==> config.mk <==
export PLATFORM = sky130hd
export DESIGN_NAME = fuzzy_subsequence_scorer_unit
export DESIGN_NICKNAME = d
export VERILOG_FILES = /design/src/design/fss_pkg.sv /design/src/design/fss_cand_ram.sv /design/src/design/fuzzy_subsequence_scorer_unit.sv
export SDC_FILE = /design/constraint.sdc
export NUM_CORES = 2
export LEC_CHECK = 0
export BUFFER_PORTS_ARGS = -buffer_cell sky130_fd_sc_hd__buf_2
export CAP_MARGIN = 0
export CORE_AREA = 2 2 382 384
export CTS_CLUSTER_SIZE = 8
export DETAILED_ROUTE_END_ITERATION = 8
export DIE_AREA = 0 0 384 386
export PLACE_DENSITY = 0.79
export RECOVER_POWER = 25
export SLEW_MARGIN = 20
export SYNTH_ARGS = -nofsm -noshare
export SYNTH_HDL_FRONTEND = slang
export SYNTH_HIERARCHICAL = 1
export SYNTH_SLANG_ARGS = --single-unit
==> constraint.sdc <==
create_clock -name clk_i -period 7.1 [get_ports clk_i]
set_clock_uncertainty 0.1 [all_clocks]
set_input_delay 1.065 -clock clk_i [delete_from_list [all_inputs] [get_ports clk_i]]
set_output_delay 1.065 -clock clk_i [all_outputs]
set_load 0.02 [all_outputs]
==> src/design/fss_pkg.sv <==
// ----------------------------------------------------------------------------
// Fuzzy subsequence scorer package
// Shared widths, scoring constants, controller states and byte helpers.
// ----------------------------------------------------------------------------
package fss_pkg;

  localparam int MaxLen = 256;
  localparam int AddrW  = $clog2(MaxLen);
  localparam int LenW   = AddrW + 1;
  localparam int ScoreW = 18;
  localparam int RunW   = 2 * LenW + 4;

  localparam int AdjBase   = 12;
  localparam int AdjStep   = 3;
  localparam int WordBonus = 18;
  localparam int ScoreMin  = -1024;
  localparam int ScoreMax  = 131071;

  localparam logic [1:0] TierExact = 2'd0;
  localparam logic [1:0] TierPrefix = 2'd1;
  localparam logic [1:0] TierWord = 2'd2;
  localparam logic [1:0] TierOther = 2'd3;

  localparam logic OpCand  = 1'b0;
  localparam logic OpQuery = 1'b1;

  typedef enum logic [1:0] {
    StIdle,
    StPref,
    StScan,
    StFin
  } state_e;

  function automatic logic [7:0] to_lower(logic [7:0] b);
    logic [7:0] r;
    r = b;
    if (b inside {[8'h41:8'h5a]}) begin
      r = b + 8'd32;
    end
    return r;
  endfunction

  function automatic logic is_alnum(logic [7:0] c);
    return (c inside {[8'h30:8'h39], [8'h41:8'h5a], [8'h61:8'h7a]});
  endfunction

endpackage

==> src/design/fss_cand_ram.sv <==
// ----------------------------------------------------------------------------
// Candidate byte store
// Single write port and one read port with registered read data.
// ----------------------------------------------------------------------------
module fss_cand_ram (
  input  logic                      clk_i,
  input  logic                      wr_en_i,
  input  logic [fss_pkg::AddrW-1:0] wr_addr_i,
  input  logic [7:0]                wr_data_i,
  input  logic                      rd_en_i,
  input  logic [fss_pkg::AddrW-1:0] rd_addr_i,
  output logic [7:0]                rd_data_o
);

  logic [7:0] mem [fss_pkg::MaxLen];

  always_ff @(posedge clk_i) begin
    if (wr_en_i) begin
      mem[wr_addr_i] <= wr_data_i;
    end
  end

  always_ff @(posedge clk_i) begin
    if (rd_en_i) begin
      rd_data_o <= mem[rd_addr_i];
    end
  end

endmodule

==> src/design/fuzzy_subsequence_scorer_unit.sv <==
// ----------------------------------------------------------------------------
// Fuzzy subsequence scorer
// Scores a query against a stored candidate string by greedy forward search.
// ----------------------------------------------------------------------------
// Usage: candidate beats (op 0) that carry a byte load it lowercased into
// the candidate store, and the last flag closes the string. Query beats (op 1)
// follow. A query beat with last set yields exactly one result beat.
// A query beat with a byte first checks the prefix, then, unless the search
// has already failed, runs the forward scan, which steps through the store
// one read per cycle; the read port of that single memory sets the rate. A
// final query beat then passes through a finish state that forms the result.
// in_stall_o is high while a query byte or a result is being worked on.
// The result sits in an output register; while the receiver stalls, new
// beats are still taken, and only the next result waits for the register.
// Reset clears all lengths, flags and the score; the store is not cleared,
// since only bytes written for the current candidate are ever read.
// ----------------------------------------------------------------------------
module fuzzy_subsequence_scorer_unit (
  input  logic                       clk_i,
  input  logic                       rst_ni,
  input  logic                       in_valid_i,
  output logic                       in_stall_o,
  input  logic                       in_op_i,
  input  logic                       in_has_byte_i,
  input  logic [7:0]                 in_data_byte_i,
  input  logic                       in_last_i,
  output logic                       out_valid_o,
  input  logic                       out_stall_i,
  output logic                       out_matched_o,
  output logic [1:0]                 out_tier_o,
  output logic [fss_pkg::ScoreW-1:0] out_score_o,
  output logic                       out_overflow_o
);

  localparam int AddrW = fss_pkg::AddrW;
  localparam int LenW  = fss_pkg::LenW;
  localparam int RunW  = fss_pkg::RunW;
  localparam logic [LenW-1:0] MaxLenL = LenW'(fss_pkg::MaxLen);

  fss_pkg::state_e state_q, state_d;

  logic [LenW-1:0] cand_len_q, cand_len_d;
  logic            cand_fresh_q, cand_fresh_d;
  logic            too_long_q, too_long_d;
  logic [LenW-1:0] query_len_q, query_len_d;
  logic [LenW-1:0] search_pos_q, search_pos_d;
  logic [RunW-1:0] run_score_q, run_score_d;
  logic [LenW-1:0] adj_run_q, adj_run_d;
  logic            has_hit_q, has_hit_d;
  logic            first_word_q, first_word_d;
  logic            search_failed_q, search_failed_d;
  logic            prefix_ok_q, prefix_ok_d;
  logic            q_over_q, q_over_d;
  logic [7:0]      qbyte_q, qbyte_d;
  logic            last_q, last_d;
  logic [7:0]      hit_byte_q, hit_byte_d;
  logic [7:0]      scan_prev_q, scan_prev_d;
  logic [LenW-1:0] ptr_q, ptr_d;
  logic            pchk_q, pchk_d;

  logic              out_valid_q, out_valid_d;
  logic              out_matched_q, out_matched_d;
  logic [1:0]        out_tier_q, out_tier_d;
  logic [fss_pkg::ScoreW-1:0] out_score_q, out_score_d;
  logic              out_overflow_q, out_overflow_d;

  logic             wr_en;
  logic [AddrW-1:0] wr_addr;
  logic [7:0]       wr_data;
  logic             rd_en;
  logic [AddrW-1:0] rd_addr;
  logic [7:0]       rd_data;

  logic            accept;
  logic            qs_clr;
  logic [LenW-1:0] clen_eff;
  logic [LenW-1:0] nxt_ptr;
  logic            word;
  logic [RunW-1:0] delta;
  logic [RunW-1:0] fin_s;
  logic            fin_ovf;
  logic            fin_match;
  logic            out_free;

  fss_cand_ram u_ram (
    .clk_i     (clk_i),
    .wr_en_i   (wr_en),
    .wr_addr_i (wr_addr),
    .wr_data_i (wr_data),
    .rd_en_i   (rd_en),
    .rd_addr_i (rd_addr),
    .rd_data_o (rd_data)
  );

  assign in_stall_o = (state_q != fss_pkg::StIdle);
  assign accept     = in_valid_i && !in_stall_o;
  assign out_free   = !out_valid_q || !out_stall_i;

  always_comb begin
    state_d         = state_q;
    cand_len_d      = cand_len_q;
    cand_fresh_d    = cand_fresh_q;
    too_long_d      = too_long_q;
    query_len_d     = query_len_q;
    search_pos_d    = search_pos_q;
    run_score_d     = run_score_q;
    adj_run_d       = adj_run_q;
    has_hit_d       = has_hit_q;
    first_word_d    = first_word_q;
    search_failed_d = search_failed_q;
    prefix_ok_d     = prefix_ok_q;
    q_over_d        = q_over_q;
    qbyte_d         = qbyte_q;
    last_d          = last_q;
    hit_byte_d      = hit_byte_q;
    scan_prev_d     = scan_prev_q;
    ptr_d           = ptr_q;
    pchk_d          = pchk_q;
    out_valid_d     = out_valid_q && out_stall_i;
    out_matched_d   = out_matched_q;
    out_tier_d      = out_tier_q;
    out_score_d     = out_score_q;
    out_overflow_d  = out_overflow_q;
    wr_en           = 1'b0;
    wr_addr         = '0;
    wr_data         = fss_pkg::to_lower(in_data_byte_i);
    rd_en           = 1'b0;
    rd_addr         = '0;
    qs_clr          = 1'b0;
    clen_eff        = cand_fresh_q ? '0 : cand_len_q;
    nxt_ptr         = ptr_q + LenW'(1);
    word            = (ptr_q == '0) || !fss_pkg::is_alnum(scan_prev_q);
    delta           = '0;
    fin_ovf         = too_long_q || q_over_q;
    fin_match       = !fin_ovf && !search_failed_q;
    fin_s           = run_score_q - RunW'(cand_len_q) + RunW'(query_len_q);

    case (state_q)
      fss_pkg::StIdle: begin
        if (accept && (in_op_i == fss_pkg::OpCand)) begin
          cand_len_d = clen_eff;
          if (cand_fresh_q) begin
            too_long_d = 1'b0;
          end
          if (in_has_byte_i) begin
            if (clen_eff < MaxLenL) begin
              wr_en      = 1'b1;
              wr_addr    = clen_eff[AddrW-1:0];
              cand_len_d = clen_eff + LenW'(1);
            end else begin
              too_long_d = 1'b1;
            end
          end
          cand_fresh_d = in_last_i;
          qs_clr       = 1'b1;
        end else if (accept) begin
          last_d = in_last_i;
          if (in_has_byte_i && (query_len_q >= MaxLenL)) begin
            q_over_d        = 1'b1;
            search_failed_d = 1'b1;
            if (in_last_i) begin
              state_d = fss_pkg::StFin;
            end
          end else if (in_has_byte_i) begin
            query_len_d = query_len_q + LenW'(1);
            qbyte_d     = fss_pkg::to_lower(in_data_byte_i);
            pchk_d      = (query_len_q < cand_len_q);
            rd_en       = pchk_d;
            rd_addr     = query_len_q[AddrW-1:0];
            state_d     = fss_pkg::StPref;
          end else if (in_last_i) begin
            state_d = fss_pkg::StFin;
          end
        end
      end
      fss_pkg::StPref: begin
        if (!pchk_q || (rd_data != qbyte_q)) begin
          prefix_ok_d = 1'b0;
        end
        if (search_failed_q) begin
          state_d = last_q ? fss_pkg::StFin : fss_pkg::StIdle;
        end else if (search_pos_q >= cand_len_q) begin
          search_failed_d = 1'b1;
          state_d = last_q ? fss_pkg::StFin : fss_pkg::StIdle;
        end else begin
          rd_en       = 1'b1;
          rd_addr     = search_pos_q[AddrW-1:0];
          ptr_d       = search_pos_q;
          scan_prev_d = hit_byte_q;
          state_d     = fss_pkg::StScan;
        end
      end
      fss_pkg::StScan: begin
        if (rd_data == qbyte_q) begin
          if (ptr_q == search_pos_q) begin
            adj_run_d = adj_run_q + LenW'(1);
            delta = RunW'(fss_pkg::AdjBase) + RunW'(fss_pkg::AdjStep) * RunW'(adj_run_d);
          end else begin
            adj_run_d = '0;
            delta = '0 - RunW'(ptr_q - search_pos_q);
          end
          if (word) begin
            delta = delta + RunW'(fss_pkg::WordBonus);
          end
          run_score_d = run_score_q + delta;
          if (!has_hit_q) begin
            has_hit_d    = 1'b1;
            first_word_d = word;
          end
          search_pos_d = nxt_ptr;
          hit_byte_d   = qbyte_q;
          state_d      = last_q ? fss_pkg::StFin : fss_pkg::StIdle;
        end else begin
          scan_prev_d = rd_data;
          if (nxt_ptr >= cand_len_q) begin
            search_failed_d = 1'b1;
            state_d = last_q ? fss_pkg::StFin : fss_pkg::StIdle;
          end else begin
            rd_en   = 1'b1;
            rd_addr = nxt_ptr[AddrW-1:0];
            ptr_d   = nxt_ptr;
          end
        end
      end
      fss_pkg::StFin: begin
        if (out_free) begin
          out_valid_d    = 1'b1;
          out_matched_d  = fin_match;
          out_overflow_d = fin_ovf;
          out_tier_d     = fss_pkg::TierExact;
          out_score_d    = '0;
          if (fin_match && (query_len_q != '0)) begin
            if (prefix_ok_q && (query_len_q == cand_len_q)) begin
              out_tier_d = fss_pkg::TierExact;
            end else if (prefix_ok_q) begin
              out_tier_d = fss_pkg::TierPrefix;
            end else if (first_word_q) begin
              out_tier_d = fss_pkg::TierWord;
            end else begin
              out_tier_d = fss_pkg::TierOther;
            end
            if ($signed(fin_s) < $signed(RunW'(fss_pkg::ScoreMin))) begin
              out_score_d = fss_pkg::ScoreW'(fss_pkg::ScoreMin);
            end else if ($signed(fin_s) > $signed(RunW'(fss_pkg::ScoreMax))) begin
              out_score_d = fss_pkg::ScoreW'(fss_pkg::ScoreMax);
            end else begin
              out_score_d = fin_s[fss_pkg::ScoreW-1:0];
            end
          end
          qs_clr  = 1'b1;
          state_d = fss_pkg::StIdle;
        end
      end
      default: begin
        state_d = fss_pkg::StIdle;
      end
    endcase

    if (qs_clr) begin
      query_len_d     = '0;
      search_pos_d    = '0;
      run_score_d     = '0;
      adj_run_d       = '0;
      has_hit_d       = 1'b0;
      first_word_d    = 1'b0;
      search_failed_d = 1'b0;
      prefix_ok_d     = 1'b1;
      q_over_d        = 1'b0;
    end
  end

  always_ff @(posedge clk_i or negedge rst_ni) begin
    if (!rst_ni) begin
      state_q         <= fss_pkg::StIdle;
      cand_len_q      <= '0;
      cand_fresh_q    <= 1'b1;
      too_long_q      <= 1'b0;
      query_len_q     <= '0;
      search_pos_q    <= '0;
      run_score_q     <= '0;
      adj_run_q       <= '0;
      has_hit_q       <= 1'b0;
      first_word_q    <= 1'b0;
      search_failed_q <= 1'b0;
      prefix_ok_q     <= 1'b1;
      q_over_q        <= 1'b0;
      last_q          <= 1'b0;
      hit_byte_q      <= '0;
      pchk_q          <= 1'b0;
      out_valid_q     <= 1'b0;
    end else begin
      state_q         <= state_d;
      cand_len_q      <= cand_len_d;
      cand_fresh_q    <= cand_fresh_d;
      too_long_q      <= too_long_d;
      query_len_q     <= query_len_d;
      search_pos_q    <= search_pos_d;
      run_score_q     <= run_score_d;
      adj_run_q       <= adj_run_d;
      has_hit_q       <= has_hit_d;
      first_word_q    <= first_word_d;
      search_failed_q <= search_failed_d;
      prefix_ok_q     <= prefix_ok_d;
      q_over_q        <= q_over_d;
      last_q          <= last_d;
      hit_byte_q      <= hit_byte_d;
      pchk_q          <= pchk_d;
      out_valid_q     <= out_valid_d;
    end
  end

  always_ff @(posedge clk_i) begin
    qbyte_q        <= qbyte_d;
    scan_prev_q    <= scan_prev_d;
    ptr_q          <= ptr_d;
    out_matched_q  <= out_matched_d;
    out_tier_q     <= out_tier_d;
    out_score_q    <= out_score_d;
    out_overflow_q <= out_overflow_d;
  end

  assign out_valid_o    = out_valid_q;
  assign out_matched_o  = out_matched_q;
  assign out_tier_o     = out_tier_q;
  assign out_score_o    = out_score_q;
  assign out_overflow_o = out_overflow_q;

endmodule

==> impl_metrics.ini <==
[clock_network]
worst_skew_pair.late_latency_ns = 0.92
post_cts_buffers = 0
clkSlewWorstSetupHoldPaths_ns = 0.05
root_buffer = clkbuf_16
cts_buffers = 323
cts.sinks = 2181
cts_buffer_depth = 4
post_cts_resized = 0
ctsHtreeMaxLevel = 5
cts_hold_buf = 1
cts_tree = built

[synthesis]
ys_seq_area_frac = 0.7232
synth_compound_area_frac = 0.05263
synthTopCellsByArea = edfxtp_1 (70%), mux4_2 (11%), dfrtp_1 (2.1%)
muxShareOfSynthArea = 0.1316
synth_xor_area_frac = 0.008853
async_flop_share = 0.03576
ys_ff_latch = 2181
synth_edf_count = 2103
syn_inst = 4930
synthAdderAreaFrac = 0.01810
synthSimpleGateAreaFrac = 0.04317
yosysMostFrequentCell = edfxtp_1
synth_cell_types = 93
yosysTopAreaCellShare = 0.7015
syn_avg_cell_area_um2 = 18.26
ys.flop_type = edfxtp_1
synth_top_family_by_area = multiplexers
synth_common_cells = edfxtp_1 (2103), mux4_2 (454), nor2_1 (378)
synth_nets = 5068
synth_area_um2 = 90020
yosysWarnings = 6
yosys.area.top_type = edfxtp_1

[place]
port_buffers = 38
gp_congestion = 0.9379
dp_hpwl_um = 135100

[power]
ir_worst_vdd_uv = 579.9
power_mw = 38.19
p_per_area_nw_per_um2 = 378.2
leakagePower_nw = 32.00

[finish]
finalNetCount = 5309
area_delta_synth_final_pct = 12.17
filler_cell_count = 8269
drive_gt1_frac = 0.1961

[die]
dieArea_um2 = 148200
core_area_um2 = 144500
die_h_um = 386
boundaryPins = 39
rows = 140
initial_core_util = 0.6229
die_width_um = 384

[critical_path]
end_kind = register
critPathKind = register to register
worstSetupStartpointType = register
rr_worst_depth = 20
worst-endpoint-required_ns = 7.62
critPathMaxFanout = 74
crit_arrival_ns = 7.48

[route]
dr.first_iter.drc_count = 7635
routed_wl_um = 236300
post_drt_wl_per_cell_um = 33.12
vias = 50810
firstDrtPassIters = 9
drcViolationCount = 0
routed_via_density = 7.121
drtAntennaViolNets = 0

[min_path]
hold_depth = 3
hold_path.class = input pin to register

[timing]
relSlewSlack = -2.111
setup_violations = 0
hold_violations = 0
finalCritPeriodShare = 0.9812
worst_slew_pin_slew_ns = 4.666
rsz0062_at_grt = no
finalCriticalPeriod_ns = 6.967
timing.fmax_mhz = 143.5
fin_tns_setup_ns = 0
finalMaxSlewViolations = 1021

[status]
violations = max-capacitance violations, max-slew violations
outcome = finished, violations left

[global_routing]
grt_start_max_net_pins = 255
antenna_found_initial = 3
overflow = 0
track_usage = 0.3210
grt_pass1_wl_um = 344100
grt_pass1_vias = 50940

[job]
drv_cap = 13
==> report_power, final <==
part,internal (mW),switching [mW],total [mW]
sequential,14.5,0.278,14.8
clock,8.11,5.09,13.2
combinational,4.06,6.12,10.2
==> flip-flops by register name (all words and copies together), names as in the netlist, 2 cells and up <==
name,flops
adj_run_q,9
cand_len_q,9
hit_byte_q,8
out_score_o,18
out_tier_o,2
ptr_q,9
qbyte_q,8
query_len_q,9
run_score_q,22
scan_prev_q,8
search_pos_q,9
state_q,2
u_ram/mem,2048
u_ram/rd_data_o,8
==> area by class of cell <==
type                            count  area (um^2)  share of cell area
Sequential cell                  2181        65100              0.6447
Multi-Input combinational cell   2366        23040              0.2282
Clock buffer                      360         8328             0.08247
Tap cell                         1917         2399             0.02375
Timing Repair Buffer              180         1570             0.01555
Inverter                          119        446.7            0.004424
Clock inverter                     10        80.08           0.0007930
Antenna cell                        2        5.005          0.00004956
==> metal layers <==
layer	global-route usage	routed length, um	up-vias
met1	0.4244	81630	25750
li1	-	-	20280
met5	0	24	-
met2	0.5006	112100	3987
met4	0.1548	12850	4
met3	0.08693	29690	780
==> path summary, 6_finish.rpt <==
check | start | to | slack, ns
hold / removal | out_stall_i | out_valid_o | 0.30
setup / recovery | ptr_q[0] | u_ram/rd_data_o[3] | 0.13
hold reg to reg | hit_byte_q[5] | hit_byte_q[5] | 0.37
min in group asynchronous | rst_ni | query_len_q[4] | 0.72
max in group asynchronous | rst_ni | adj_run_q[4] | 1.87
setup reg to reg | ptr_q[0] | u_ram/rd_data_o[3] | 0.13
==> per-stage QoR <==
| stage | worst slack, ns | hold WS [ns] | cells | utilization | cell area, um^2 |
|---|---|---|---|---|---|
| 5_1_grt | 0.01923 | 0.3047 | 7133 | 0.6987 | 101000 |
| 3_5_place_dp | 0.4075 | 0.3667 | 6761 | 0.6408 | 92610 |
| 4_1_cts | 0.3616 | 0.2545 | 7132 | 0.6991 | 101000 |
| 2_1_floorplan | 0.7829 | 0.3419 | 4930 | - | 90020 |
| 6_report | 0.1333 | 0.3030 | 7135 | 0.6987 | 101000 |
| 3_3_place_gp | 0.5129 | 0.3541 | 6761 | 0.6408 | 92600 |
==> cells in the final DEF, fill, tap and decap left out, drive strengths merged, types with 39 or more instances in the layout <==
cell       n
o221ai    47
xnor2     54
a22oi    141
nor2     378
clkbuf   377
dfrtp     76
mux4     456
ha       111
inv      124
nand2    166
edfxtp  2103
nor3      55
o21ai     69
nand3     65
buf      162
mux2i    141
nor2b     39
a21oi    195
==> critical path, cell delays in order, from the launching register on <==
cell	delay, ns
edfxtp_1	0.47
inv_1	0.12
ha_1	0.37
ha_1	0.29
a21o_1	0.16
a21o_1	0.18
a21o_1	0.17
a21o_1	0.18
a211oi_1	0.26
o21bai_1	0.13
a211oi_1	0.34
buf_4	0.23
a22oi_1	0.11
a21oi_4	0.55
buf_12	0.46
buf_12	0.32
mux4_2	0.34
a221oi_1	0.65
o32ai_1	0.23
nor3_1	0.71
nor4_1	0.15
==> cell families after synthesis <==
| family | Yosys count |
|---|---|
| buffers and inverters | 383 |
| AND/OR/NAND/NOR | 846 |
| AO/OA/AOI/OAI | 695 |
| adder cells (fa/ha/maj) | 123 |
| multiplexers | 611 |
| flip-flops | 2181 |
| XOR/XNOR | 91 |
(Power assumes the default switching activity.)
